<file path="src/rtl/tesp_pkg.sv">
// Shared constants, codes and controller/datapath interface types for the escape parser.
package tesp_pkg;

  localparam int STACK_DEPTH_DEF = 32;
  localparam int MAX_PARAMS_DEF  = 16;
  localparam int PARAM_BITS_DEF  = 16;

  localparam logic [7:0] CH_ESC    = 8'h1B;
  localparam logic [7:0] CH_LBR    = 8'h5B;  // '['
  localparam logic [7:0] CH_HASH   = 8'h23;  // '#'
  localparam logic [7:0] CH_LPAREN = 8'h28;  // '('
  localparam logic [7:0] CH_RPAREN = 8'h29;  // ')'
  localparam logic [7:0] CH_QMARK  = 8'h3F;  // '?'
  localparam logic [7:0] CH_SEMI   = 8'h3B;  // ';'
  localparam logic [7:0] CH_AT     = 8'h40;  // '@'
  localparam logic [7:0] CH_B      = 8'h42;  // 'B'
  localparam logic [7:0] CH_Z      = 8'h7A;  // 'z'
  localparam logic [7:0] CH_0      = 8'h30;  // '0'
  localparam logic [7:0] CH_9      = 8'h39;  // '9'

  typedef enum logic [2:0] {
    KIND_PRINT  = 3'd0,
    KIND_ESC    = 3'd1,
    KIND_CSI    = 3'd2,
    KIND_HASH   = 3'd3,
    KIND_CS_OK  = 3'd4,
    KIND_CS_BAD = 3'd5
  } kind_t;

  // Commands from the controller to the datapath.
  typedef struct packed {
    logic  open_csi;   // start a fresh CSI parameter list
    logic  set_q;      // note the private marker
    logic  push;       // fold a digit or separator into the list
    logic  out_load;   // load a single non-CSI result
    kind_t out_kind;
    logic  csi_start;  // load the first CSI result, clear the list
    logic  csi_next;   // load the next stored parameter
  } cmd_t;

  // Status from the datapath to the controller.
  typedef struct packed {
    logic is_esc;
    logic is_lbr;
    logic is_hash;
    logic is_paren;
    logic is_digit;
    logic is_q;
    logic is_semi;
    logic esc_final;
    logic csi_final;
    logic cs_ok;
    logic out_free;
    logic cnt_le1;
    logic emit_last;
  } sts_t;

endpackage

</file>
<file path="src/rtl/tesp_ctrl.sv">
// Parser mode state machine: decodes each byte class into datapath commands.
module tesp_ctrl (
  input  logic            clk,
  input  logic            rst,
  input  logic            s_tvalid,
  output logic            s_tready,
  input  tesp_pkg::sts_t  sts,
  output tesp_pkg::cmd_t  cmd
);

  typedef enum logic [5:0] {
    S_IDLE    = 6'b000001,
    S_ESC     = 6'b000010,
    S_CSI     = 6'b000100,
    S_HASH    = 6'b001000,
    S_CHARSET = 6'b010000,
    S_EMIT    = 6'b100000
  } state_t;

  state_t state;
  state_t state_next;
  logic   take;

  assign s_tready = sts.out_free && (state != S_EMIT);
  assign take     = s_tvalid && s_tready;

  always_comb begin
    cmd          = '0;
    cmd.out_kind = tesp_pkg::KIND_PRINT;
    state_next   = state;
    unique case (state)
      S_IDLE: begin
        if (take) begin
          if (sts.is_esc) begin
            state_next = S_ESC;
          end else begin
            cmd.out_load = 1'b1;
          end
        end
      end
      S_ESC: begin
        if (take) begin
          if (sts.is_lbr) begin
            cmd.open_csi = 1'b1;
            state_next   = S_CSI;
          end else if (sts.is_hash) begin
            state_next = S_HASH;
          end else if (sts.is_paren) begin
            state_next = S_CHARSET;
          end else if (sts.esc_final) begin
            cmd.out_load = 1'b1;
            cmd.out_kind = tesp_pkg::KIND_ESC;
            state_next   = S_IDLE;
          end else begin
            cmd.out_load = 1'b1;
          end
        end
      end
      S_HASH: begin
        if (take) begin
          cmd.out_load = 1'b1;
          if (sts.is_digit) begin
            cmd.out_kind = tesp_pkg::KIND_HASH;
            state_next   = S_IDLE;
          end
        end
      end
      S_CHARSET: begin
        if (take) begin
          cmd.out_load = 1'b1;
          cmd.out_kind = sts.cs_ok ? tesp_pkg::KIND_CS_OK : tesp_pkg::KIND_CS_BAD;
          state_next   = S_IDLE;
        end
      end
      S_CSI: begin
        if (take) begin
          if (sts.is_q) begin
            cmd.set_q = 1'b1;
          end else if (sts.is_semi || sts.is_digit) begin
            cmd.push = 1'b1;
          end else if (sts.csi_final) begin
            cmd.csi_start = 1'b1;
            state_next    = sts.cnt_le1 ? S_IDLE : S_EMIT;
          end else begin
            cmd.out_load = 1'b1;
          end
        end
      end
      S_EMIT: begin
        if (sts.out_free) begin
          cmd.csi_next = 1'b1;
          if (sts.emit_last) begin
            state_next = S_IDLE;
          end
        end
      end
      default: begin
        state_next = S_IDLE;
      end
    endcase
  end

  always_ff @(posedge clk) begin
    if (rst) begin
      state <= S_IDLE;
    end else begin
      state <= state_next;
    end
  end

endmodule

</file>
<file path="src/rtl/tesp_dp.sv">
// Byte classifier, CSI parameter accumulator and store, and the result register.
module tesp_dp #(
  parameter int STACK_DEPTH = tesp_pkg::STACK_DEPTH_DEF,
  parameter int MAX_PARAMS  = tesp_pkg::MAX_PARAMS_DEF,
  parameter int PARAM_BITS  = tesp_pkg::PARAM_BITS_DEF
) (
  input  logic            clk,
  input  logic            rst,
  input  logic [7:0]      ch,
  input  tesp_pkg::cmd_t  cmd,
  output tesp_pkg::sts_t  sts,
  output logic            m_tvalid,
  input  logic            m_tready,
  output logic [39:0]     m_tdata,
  output logic [2:0]      m_tuser,
  output logic            m_tlast
);

  localparam int PW = $clog2(STACK_DEPTH + 1);
  localparam int CW = $clog2(MAX_PARAMS + 1);
  localparam int IW = (MAX_PARAMS > 1) ? $clog2(MAX_PARAMS) : 1;
  localparam int XW = PARAM_BITS + 4;
  localparam logic [PARAM_BITS-1:0] MAXV = {PARAM_BITS{1'b1}};

  logic                  question;
  logic [PW-1:0]         pushed;
  logic [CW-1:0]         used;
  logic                  pending;
  logic [PARAM_BITS-1:0] cur_val;
  logic [PARAM_BITS-1:0] store [MAX_PARAMS];

  logic [7:0]            fch;
  logic                  fq;
  logic [CW-1:0]         fcnt;
  logic [IW-1:0]         idx;

  tesp_pkg::kind_t       out_kind;
  logic [7:0]            out_char;
  logic                  out_pf;
  logic [4:0]            out_cnt;
  logic [3:0]            out_idx;
  logic [15:0]           out_val;
  logic                  out_last;

  logic [CW-1:0]         cnt;
  logic                  full;
  logic                  push_ok;
  logic [IW-1:0]         uidx;
  logic [XW-1:0]         prod;
  logic [PARAM_BITS-1:0] sat;
  logic [PARAM_BITS-1:0] head;

  assign cnt     = used + CW'(pending);
  assign full    = (used == CW'(MAX_PARAMS));
  assign push_ok = (pushed < PW'(STACK_DEPTH));
  assign uidx    = IW'(used);
  assign prod    = XW'(cur_val) * XW'(10) + XW'(ch[3:0]);
  assign sat     = (prod > XW'(MAXV)) ? MAXV : PARAM_BITS'(prod);
  assign head    = (used == '0) ? cur_val : store[0];

  always_comb begin
    sts.is_esc    = (ch == tesp_pkg::CH_ESC);
    sts.is_lbr    = (ch == tesp_pkg::CH_LBR);
    sts.is_hash   = (ch == tesp_pkg::CH_HASH);
    sts.is_paren  = (ch == tesp_pkg::CH_LPAREN) || (ch == tesp_pkg::CH_RPAREN);
    sts.is_digit  = (ch >= tesp_pkg::CH_0) && (ch <= tesp_pkg::CH_9);
    sts.is_q      = (ch == tesp_pkg::CH_QMARK);
    sts.is_semi   = (ch == tesp_pkg::CH_SEMI);
    sts.esc_final = (ch >= tesp_pkg::CH_0) && (ch <= tesp_pkg::CH_Z);
    sts.csi_final = (ch >= tesp_pkg::CH_AT) && (ch <= tesp_pkg::CH_Z);
    sts.cs_ok     = (ch >= tesp_pkg::CH_0) && (ch <= tesp_pkg::CH_B);
    sts.out_free  = !m_tvalid || m_tready;
    sts.cnt_le1   = (cnt <= CW'(1));
    sts.emit_last = ((CW + 1)'(idx) + (CW + 1)'(1)) == (CW + 1)'(fcnt);
  end

  // Parameter list state.
  always_ff @(posedge clk) begin
    if (rst) begin
      question <= 1'b0;
      pushed   <= '0;
      used     <= '0;
      pending  <= 1'b0;
    end else if (cmd.open_csi || cmd.csi_start) begin
      question <= 1'b0;
      pushed   <= '0;
      used     <= '0;
      pending  <= 1'b0;
    end else if (cmd.set_q) begin
      question <= 1'b1;
    end else if (cmd.push && push_ok) begin
      pushed <= pushed + PW'(1);
      if (ch == tesp_pkg::CH_SEMI) begin
        pending <= 1'b0;
        if (!full) begin
          used <= used + CW'(1);
        end
      end else if (!full) begin
        pending <= 1'b1;
      end
    end
  end

  // Accumulator and parameter store; an open slot lives in cur_val until closed.
  always_ff @(posedge clk) begin
    if (cmd.open_csi) begin
      cur_val <= '0;
    end else if (cmd.push && push_ok && !full) begin
      if (ch == tesp_pkg::CH_SEMI) begin
        store[uidx] <= cur_val;
        cur_val     <= '0;
      end else begin
        cur_val <= sat;
      end
    end else if (cmd.csi_start && pending) begin
      store[uidx] <= cur_val;
    end
  end

  // Emission bookkeeping.
  always_ff @(posedge clk) begin
    if (cmd.csi_start) begin
      fch  <= ch;
      fq   <= question;
      fcnt <= cnt;
      idx  <= IW'(1);
    end else if (cmd.csi_next) begin
      idx <= idx + IW'(1);
    end
  end

  // Result register.
  always_ff @(posedge clk) begin
    if (rst) begin
      m_tvalid <= 1'b0;
    end else if (cmd.out_load || cmd.csi_start || cmd.csi_next) begin
      m_tvalid <= 1'b1;
    end else if (m_tready) begin
      m_tvalid <= 1'b0;
    end
  end

  always_ff @(posedge clk) begin
    if (cmd.out_load) begin
      out_kind <= cmd.out_kind;
      out_char <= ch;
      out_pf   <= 1'b0;
      out_cnt  <= '0;
      out_idx  <= '0;
      out_val  <= '0;
      out_last <= 1'b1;
    end else if (cmd.csi_start) begin
      out_kind <= tesp_pkg::KIND_CSI;
      out_char <= ch;
      out_pf   <= question;
      out_cnt  <= 5'(cnt);
      out_idx  <= '0;
      out_val  <= (cnt == '0) ? 16'd0 : 16'(head);
      out_last <= (cnt <= CW'(1));
    end else if (cmd.csi_next) begin
      out_kind <= tesp_pkg::KIND_CSI;
      out_char <= fch;
      out_pf   <= fq;
      out_cnt  <= 5'(fcnt);
      out_idx  <= 4'(idx);
      out_val  <= 16'(store[idx]);
      out_last <= sts.emit_last;
    end
  end

  assign m_tdata = {6'd0, out_val, out_idx, out_cnt, out_pf, out_char};
  assign m_tuser = out_kind;
  assign m_tlast = out_last;

endmodule

</file>
<file path="src/rtl/terminal_escape_sequence_parser_unit.sv">
// Top level of the terminal escape sequence parser: controller, datapath and checks.
//
//   channel | dir | transfer carries
//   s_*     | in  | one byte of the terminal stream (tdata[7:0])
//   m_*     | out | one event: kind in tuser, char/flag/count/index/value in tdata,
//           |     | tlast on the final event caused by one input byte
//
// The input takes one byte per cycle while the output register is free; a result
// appears in the output register the cycle after its byte is taken. A CSI final byte
// with N parameters holds the input while the stored parameters go out one per cycle,
// as the output allows, through the same register. Reset clears the mode, the CSI
// list state and the output valid. A stalled output stalls the input.
module terminal_escape_sequence_parser_unit #(
  parameter int STACK_DEPTH = tesp_pkg::STACK_DEPTH_DEF,
  parameter int MAX_PARAMS  = tesp_pkg::MAX_PARAMS_DEF,
  parameter int PARAM_BITS  = tesp_pkg::PARAM_BITS_DEF
) (
  input  logic        clk,
  input  logic        rst,
  input  logic        s_tvalid,
  output logic        s_tready,
  input  logic [7:0]  s_tdata,   // [7:0] ch
  output logic        m_tvalid,
  input  logic        m_tready,
  output logic [39:0] m_tdata,   // [7:0] out_char, [8] private_flag, [13:9] param_count,
                                 // [17:14] param_index, [33:18] param_value, rest zero
  output logic [2:0]  m_tuser,   // [2:0] kind
  output logic        m_tlast
);

  tesp_pkg::cmd_t cmd;
  tesp_pkg::sts_t sts;

  // Decode the mode and byte class into one command per cycle.
  tesp_ctrl u_ctrl (
    .clk      (clk),
    .rst      (rst),
    .s_tvalid (s_tvalid),
    .s_tready (s_tready),
    .sts      (sts),
    .cmd      (cmd)
  );

  // Hold the parameter list and drive the result register.
  tesp_dp #(
    .STACK_DEPTH (STACK_DEPTH),
    .MAX_PARAMS  (MAX_PARAMS),
    .PARAM_BITS  (PARAM_BITS)
  ) u_dp (
    .clk      (clk),
    .rst      (rst),
    .ch       (s_tdata),
    .cmd      (cmd),
    .sts      (sts),
    .m_tvalid (m_tvalid),
    .m_tready (m_tready),
    .m_tdata  (m_tdata),
    .m_tuser  (m_tuser),
    .m_tlast  (m_tlast)
  );

`ifndef SYNTHESIS
  // A full, stalled result register must block new bytes.
  a_stall_blocks_input: assert property (@(posedge clk) disable iff (rst)
    (m_tvalid && !m_tready) |-> !s_tready)
    else $error("input taken while result register is stalled");

  // While a parameter list is still going out, no new byte is taken.
  a_list_blocks_input: assert property (@(posedge clk) disable iff (rst)
    (m_tvalid && m_tready && !m_tlast) |-> !s_tready)
    else $error("input taken in the middle of a parameter list");

  // Only CSI events come in multi-result runs.
  a_single_non_csi: assert property (@(posedge clk) disable iff (rst)
    (m_tvalid && (m_tuser != tesp_pkg::KIND_CSI)) |-> (m_tlast && (m_tdata[33:8] == 26'd0)))
    else $error("non-CSI event with parameter fields or without last");
`endif

endmodule

</file>
<file path="config.mk">
export PLATFORM = sky130hd
export DESIGN_NAME = terminal_escape_sequence_parser_unit
export DESIGN_NICKNAME = d
export VERILOG_FILES = /design/src/rtl/tesp_pkg.sv /design/src/rtl/tesp_ctrl.sv /design/src/rtl/tesp_dp.sv /design/src/rtl/terminal_escape_sequence_parser_unit.sv
export SDC_FILE = /design/constraint.sdc
export NUM_CORES = 1
export LEC_CHECK = 0
export BUFFER_PORTS_ARGS = -buffer_cell sky130_fd_sc_hd__buf_4
export CAP_MARGIN = 20
export CORE_MARGIN = 3
export CORE_UTILIZATION = 60
export CTS_CLUSTER_DIAMETER = 200
export DETAILED_ROUTE_END_ITERATION = 6
export PLACE_DENSITY = 0.83
export SLEW_MARGIN = 0
export SYNTH_ARGS = -nofsm -noshare
export SYNTH_HDL_FRONTEND = slang
export SYNTH_SLANG_ARGS = --single-unit
</file>
<file path="constraint.sdc">
create_clock -name clk -period 6.9 [get_ports clk]
set_input_delay 0.345 -clock clk [delete_from_list [all_inputs] [get_ports clk]]
set_output_delay 0.345 -clock clk [all_outputs]
set_load 0.05 [all_outputs]
</file>
# --- Word-level counts from Yosys, hierarchy flattened ---
# Memories as Yosys holds them, arrays and structs flattened. A register that Yosys moved wholly into a read port is not among the register bits.
# Cells that the tools add are included.
classes:
  n_addsub: 6
  mul: 1
  n_lt_le_gt_ge: 8
  n_eq_ne: 30
  n_mux: 81
  n_bitwise: 3
  reduce_logical: 28
op_table:
  columns: ["operator", "count"]
  rows:
  - ["two-way mux 16 bit", 7]
  - ["two-way mux 6 bit", 17]
  - ["== test 8 x 6 -> 1 bit, second input constant", 5]
  - ["one-hot mux 6 bit (6 select lines)", 1]
  - ["two-way mux 1 bit", 34]
  - ["two-way mux 4 bit", 8]
  - ["two-way mux 8 bit", 3]
  - ["adder 20 x 4 -> 20 bit", 1]
  - ["> comparator 20 x 16 -> 1 bit, second input constant", 1]
  - ["multiplier 16 x 3 -> 19 bit, second input constant", 1]
  - ["<= comparator 8 x 7 -> 1 bit, second input constant", 2]
  - ["inequality test 2 x 1 -> 1 bit, second input constant", 7]
  - ["AND reduction 13 bit", 1]
  - ["two-way mux 3 bit", 4]
  - ["inequality test 2 bit, second input constant", 6]
  - ["zero test 5 bit", 2]
  - ["two-way mux 5 bit", 2]
  - ["logical AND 1 bit", 9]
  - ["one-hot mux 3 bit (3 select lines)", 1]
  - ["== test 8 x 5 -> 1 bit, second input constant", 1]
  - ["== test 8 x 7 -> 1 bit, second input constant", 1]
  - ["greater-or-equal comparator 8 x 6 -> 1 bit, second input constant", 1]
  - ["greater-or-equal comparator 8 x 7 -> 1 bit, second input constant", 1]
  - ["<= comparator 8 x 6 -> 1 bit, second input constant", 1]
  - ["other kinds (29)", 40]
word_totals:
  ff_bits: 92
  ramBits: 256
  in_bits: 12
  output_inout_bits: 46
  wordCells: 176
  memories: 1
mem_list:
  columns: ["memory", "depth", "width", "rd", "rd_ports_with_merged_regs", "write_ports", "line", "rtl"]
  rows:
  - ["u_dp.store", 16, 16, 2, 1, 1, "tesp_dp.sv:30", "logic [PARAM_BITS-1:0] store [MAX_PARAMS];"]

# --- Longest topological paths before layout ---
logic_depth:
  ltp_word: 13
  depth_mapped: 13
  mapped_depth_nobuf: 12

# --- By module ---
# From an unflattened synthesis, not the netlist that was laid out.
hier_totals:
  hier_cells: 1021
  area_unflattened_um2: 15603.7
modules_own_cells:
  columns: ["mod", "instances", "cells_per_inst", "area_each_um2", "seq_area_each_um2"]
  rows:
  - ["tesp_dp", 1, 932, 14938.1, 9739.3]
  - ["tesp_ctrl", 1, 89, 665.6, 120.1]

# --- Worst setup path after synthesis ---
# No wires, ideal clock.
synth_path:
  kind: "reg-to-reg"
  from: "register u_dp.m_tvalid"
  to: "memory u_dp.store[0][0] (netlist name), enable pin"
  setup_time_ps: 409
  arrival_ps: 3497
  t_required_ps: 6491
  path_slack_ps: 2993
  stages_incl_launch_ff: 10
  n_path_buf: 1
  period_less_slack_ps: 3907
  cell_sequence: "dfxtp_1 > nand2b_1 > o211ai_2 > nor2_1 > nand3_1 > inv_2 > buf_1 > a21o_1 > nand2_1 > nor3_1"
synth_rtl:
  columns: ["element", "line", "rtl"]
  rows:
  - ["start: declaration", "tesp_dp.sv:12", "output logic m_tvalid,"]
  - ["start signal: assignment", "tesp_dp.sv:135", "m_tvalid <= 1'b0;"]
  - ["start signal: assignment", "tesp_dp.sv:137", "m_tvalid <= 1'b1;"]
  - ["start signal: assignment", "tesp_dp.sv:139", "m_tvalid <= 1'b0;"]
  - ["end: declaration", "tesp_dp.sv:30", null]

# --- Final worst setup path ---
layout_path:
  from: "register u_ctrl.state[1]"
  to: "register u_dp.out_char[6], enable pin"
layout_via:
  elab_chain_cells: 6
  elab_cells_between_ends: 19
  classes_between: "7 x eq/ne; 9 x mux; 3 x reduce/logical"
layout_lines:
  columns: ["element", "line", "rtl"]
  rows:
  - ["start: declaration", "tesp_ctrl.sv:20", "state_t state;"]
  - ["start signal: assignment", "tesp_ctrl.sv:107", "state <= state_next;"]
  - ["inequality test 6 bit", "tesp_ctrl.sv:24", "assign s_tready = sts.out_free && (state != S_EMIT);"]
  - ["logical AND 1 bit", "tesp_ctrl.sv:24", null]
  - ["logical AND 1 bit", "tesp_ctrl.sv:25", "assign take = s_tvalid && s_tready;"]
  - ["two-way mux 3 bit, or another cell as far along", "tesp_ctrl.sv:76", "if (take) begin"]
  - ["one-hot mux 1 bit (5 select lines) or two-way mux 1 bit (tied branches)", "tesp_ctrl.sv:31", "unique case (state)"]
  - ["nonzero test 3 bit (no source line) (*)", null, null]
  - ["end signal: assignment", "tesp_dp.sv:146", "out_char <= ch;"]
  - ["end signal: assignment", "tesp_dp.sv:154", "out_char <= ch;"]
  - ["end signal: assignment", "tesp_dp.sv:162", "out_char <= fch;"]
  - ["end: declaration", "tesp_dp.sv:38", "logic [7:0] out_char;"]
# Every way passes the cells marked *; elsewhere a longest branch is shown, timed or not.
# A chain may end at the register's enable or synchronous reset.

==> flow_metrics.py <==
metrics = {
    "critical_path": {
        "cp-end-kind": "register",
        "critical_path_class": "reg2reg",
        "critPathRequiredTime_ns": 7.01,
        "start_kind": "register",
        "crit_arrival_ns": 4.51,
        "critPathMaxFanout": 27,
    },
    "sta": {
        "finalCritPeriodShare_pct": 63.8,
        "slew_headroom_pct": 25.7,
        "period_minus_slack_ns": 4.40,
        "max_freq_mhz": 227,
        "fin_setup_tns_ns": 0,
        "hold_viol_final": 0,
        "setup_violations": 0,
        "rsz0062_at_grt": "false",
        "clock_skew_ns": 0.0306,
        "drv_slew": 0,
        "timing.hold.ws_ns": 0.0662,
        "worst_pin_slew_ns": 1.11,
    },
    "routing": {
        "num_vias": 9398,
        "drc": 0,
        "wl_per_cell_um": 24.3,
        "ant_nets": 0,
        "finalWirelength_um": 34700,
        "vias_per_cell": 6.57,
        "dr.pass1.iters": 7,
        "drt-initial-drc-count": 1042,
    },
    "synth": {
        "synth_seq_area_share_pct": 63.5,
        "yosysWarnings": 0,
        "synthTopCellsByArea": "edfxtp_1, mux4_2, dfxtp_1",
        "synth_top_area_share_pct": 54.4,
        "ys.flop_type": "edfxtp_1",
        "ys_ff_latch": 352,
        "avgSynthCellArea_um2": 15.3,
        "synth_edf_count": 281,
        "async_flop_share_pct": 0,
        "synth_area_leader_cell": "edfxtp_1",
        "synth_cell_types": 82,
        "syn_inst": 1012,
        "synthesis.area_mm2": 0.0155,
    },
    "power": {
        "combPwrFrac_pct": 3.4,
        "p_int_mw": 3.53,
        "vdd_drop_max_mv": 0.226,
        "seqPwrFrac_pct": 51.7,
        "clockPowerShare_pct": 45.0,
        "leakagePower_nw": 6.46,
        "switching_share_pct": 20.1,
        "power.density_mw_per_mm2": 252,
        "power_switching_mw": 0.889,
    },
    "grt": {
        "grt-ovfl-total": 0,
        "track_usage_pct": 25.1,
        "grt_antenna_before_repair": 0,
        "grt_pass1_vias": 9536,
        "grt_max_degree": 65,
        "grt_pass1_wl_um": 54500,
    },
    "placement": {
        "gp_congestion": 0.885,
        "hpwl_um": 20900,
        "io_buffers": 51,
    },
    "floorplan": {
        "core_area_mm2": 0.0253,
        "start_util_pct": 61.3,
        "fp.dieH_um": 167,
        "die_x_um": 167,
        "io_pins": 58,
        "std_cell_rows": 58,
        "dieArea_mm2": 0.0278,
    },
    "layout": {
        "layout_commonest_cell": "edfxtp_1",
        "area_delta_synth_final_pct": 12.9,
        "layout-drive-gt1-share_pct": 23.0,
        "diodes": 0,
        "fillers": 1626,
        "regArea_mm2": 0.00986,
        "multi_input_area_mm2": 0.00540,
        "nNetsFinal": 1128,
        "most-common-layout-cells": "edfxtp_1, mux4_2, buf_4",
    },
    "clock_network": {
        "cts_tree": "done",
        "post_cts_resized": 0,
        "cts_sinks": 352,
        "post_cts_buffers": 0,
        "cts_buffers": 36,
        "root_buffer": "clkbuf_16",
        "clkTransAtPathRegs_ns": 0.06,
        "clock_latency_ns": 0.52,
        "ctsLongestPathBuffers": 3,
        "holdBufCountCts": 0,
        "htree_levels": 2,
    },
    "worst_hold_path": {
        "hold_path_class": "in2reg",
    },
    "run_status": {
        "status": "completed",
    },
    "flow_run": {
        "cap_violations": 0,
    },
}
through the flow:
stage               util [%]  setup slack (ns)  instance area [µm²]  power, mW  instances
floorplan                  -              2.99                15500       2.44       1017
global placement        64.4              2.78                16300       2.48       1367
detailed placement      64.4              2.64                16300       2.48       1367
CTS                     69.2              2.57                17500       4.45       1431
global route            69.2              2.22                17500       4.54       1431
finish                  69.2              2.50                17500       4.42       1431
worst paths after layout:
path	start	end	slack (ns)	cells past startpoint
setup reg to reg	u_ctrl.state[1]	u_dp.out_char[6]	2.50	7
hold reg to reg	u_dp.out_cnt[1]	u_dp.out_cnt[1]	0.45	2
hold / removal	rst	u_ctrl.state[1]	0.07	2
setup / recovery	u_ctrl.state[1]	u_dp.out_char[6]	2.50	7
cell families after synthesis:
kind of cell             after synthesis  synth area share, %
multiplexers                         109                 13.5
other                                  1               0.0242
buffers and inverters                 70                 1.96
AND/OR/NAND/NOR                      246                 8.16
adder cells (fa/ha/maj)               41                 3.40
XOR/XNOR                              35                 1.98
flip-flops                           352                 63.5
AO/OA/AOI/OAI                        158                 7.39
area by class of cell:
class / count / share of cell area (%)
inverters: 13 / 0.279
multi-input cells: 595 / 30.8
repair buffers: 77 / 3.30
clock inverters: 13 / 1.19
flip-flops and latches: 352 / 56.3
well taps: 330 / 2.36
clock buffers: 51 / 5.75
registers in the layout (all words and copies together), names as in the netlist, 3 cells and up, named ones only:
name,cells
u_dp.idx,4
u_dp.pushed,6
u_dp.out_val,16
u_dp.cur_val,16
u_dp.fch,8
u_dp.store,256
u_ctrl.state,6
u_dp.out_cnt,5
u_dp.used,5
u_dp.out_char,8
u_dp.out_idx,4
u_dp.fcnt,5
u_dp.m_tuser,3
layer usage:
| metal | track usage [%] | up-vias | part of all wire [%] |
|---|---|---|---|
| met5 | 0 | - | 0 |
| met4 | 10.0 | 0 | 3.6 |
| met3 | 3.49 | 89 | 7.6 |
| met2 | 41.4 | 482 | 49 |
| met1 | 34.2 | 4717 | 39 |
| li1 | - | 4110 | - |
worst max-delay path, stage by stage (launching register included):
cell and delay [ns]:
dfxtp_1 0.36, or4_4 0.59, o211ai_2 0.35, nor2_1 0.11, nand3_1 0.76, inv_2 0.54
nor2_1 0.75, nand2b_1 0.53
Yosys cell counts (all sizes together) (17+ instances only):
cell type and number:
xnor2 18, xor2 17, a21oi 31, mux2i 21
dfxtp 71, mux4 80, a31oi 18, ha 39
edfxtp 281, nor2 78, nand2 64, clkbuf 32
buf 25, o21ai 37
power by group through the flow:
stage,logic (mW),registers [mW],clock network [mW]
after floorplan,0.0686,2.37,0
after global placement,0.147,2.33,0
after detailed placement,0.148,2.33,0
after CTS,0.149,2.28,2.02
after global routing,0.157,2.28,2.10
final,0.148,2.28,1.99
Note: power is estimated with default switching activity, not from simulation.
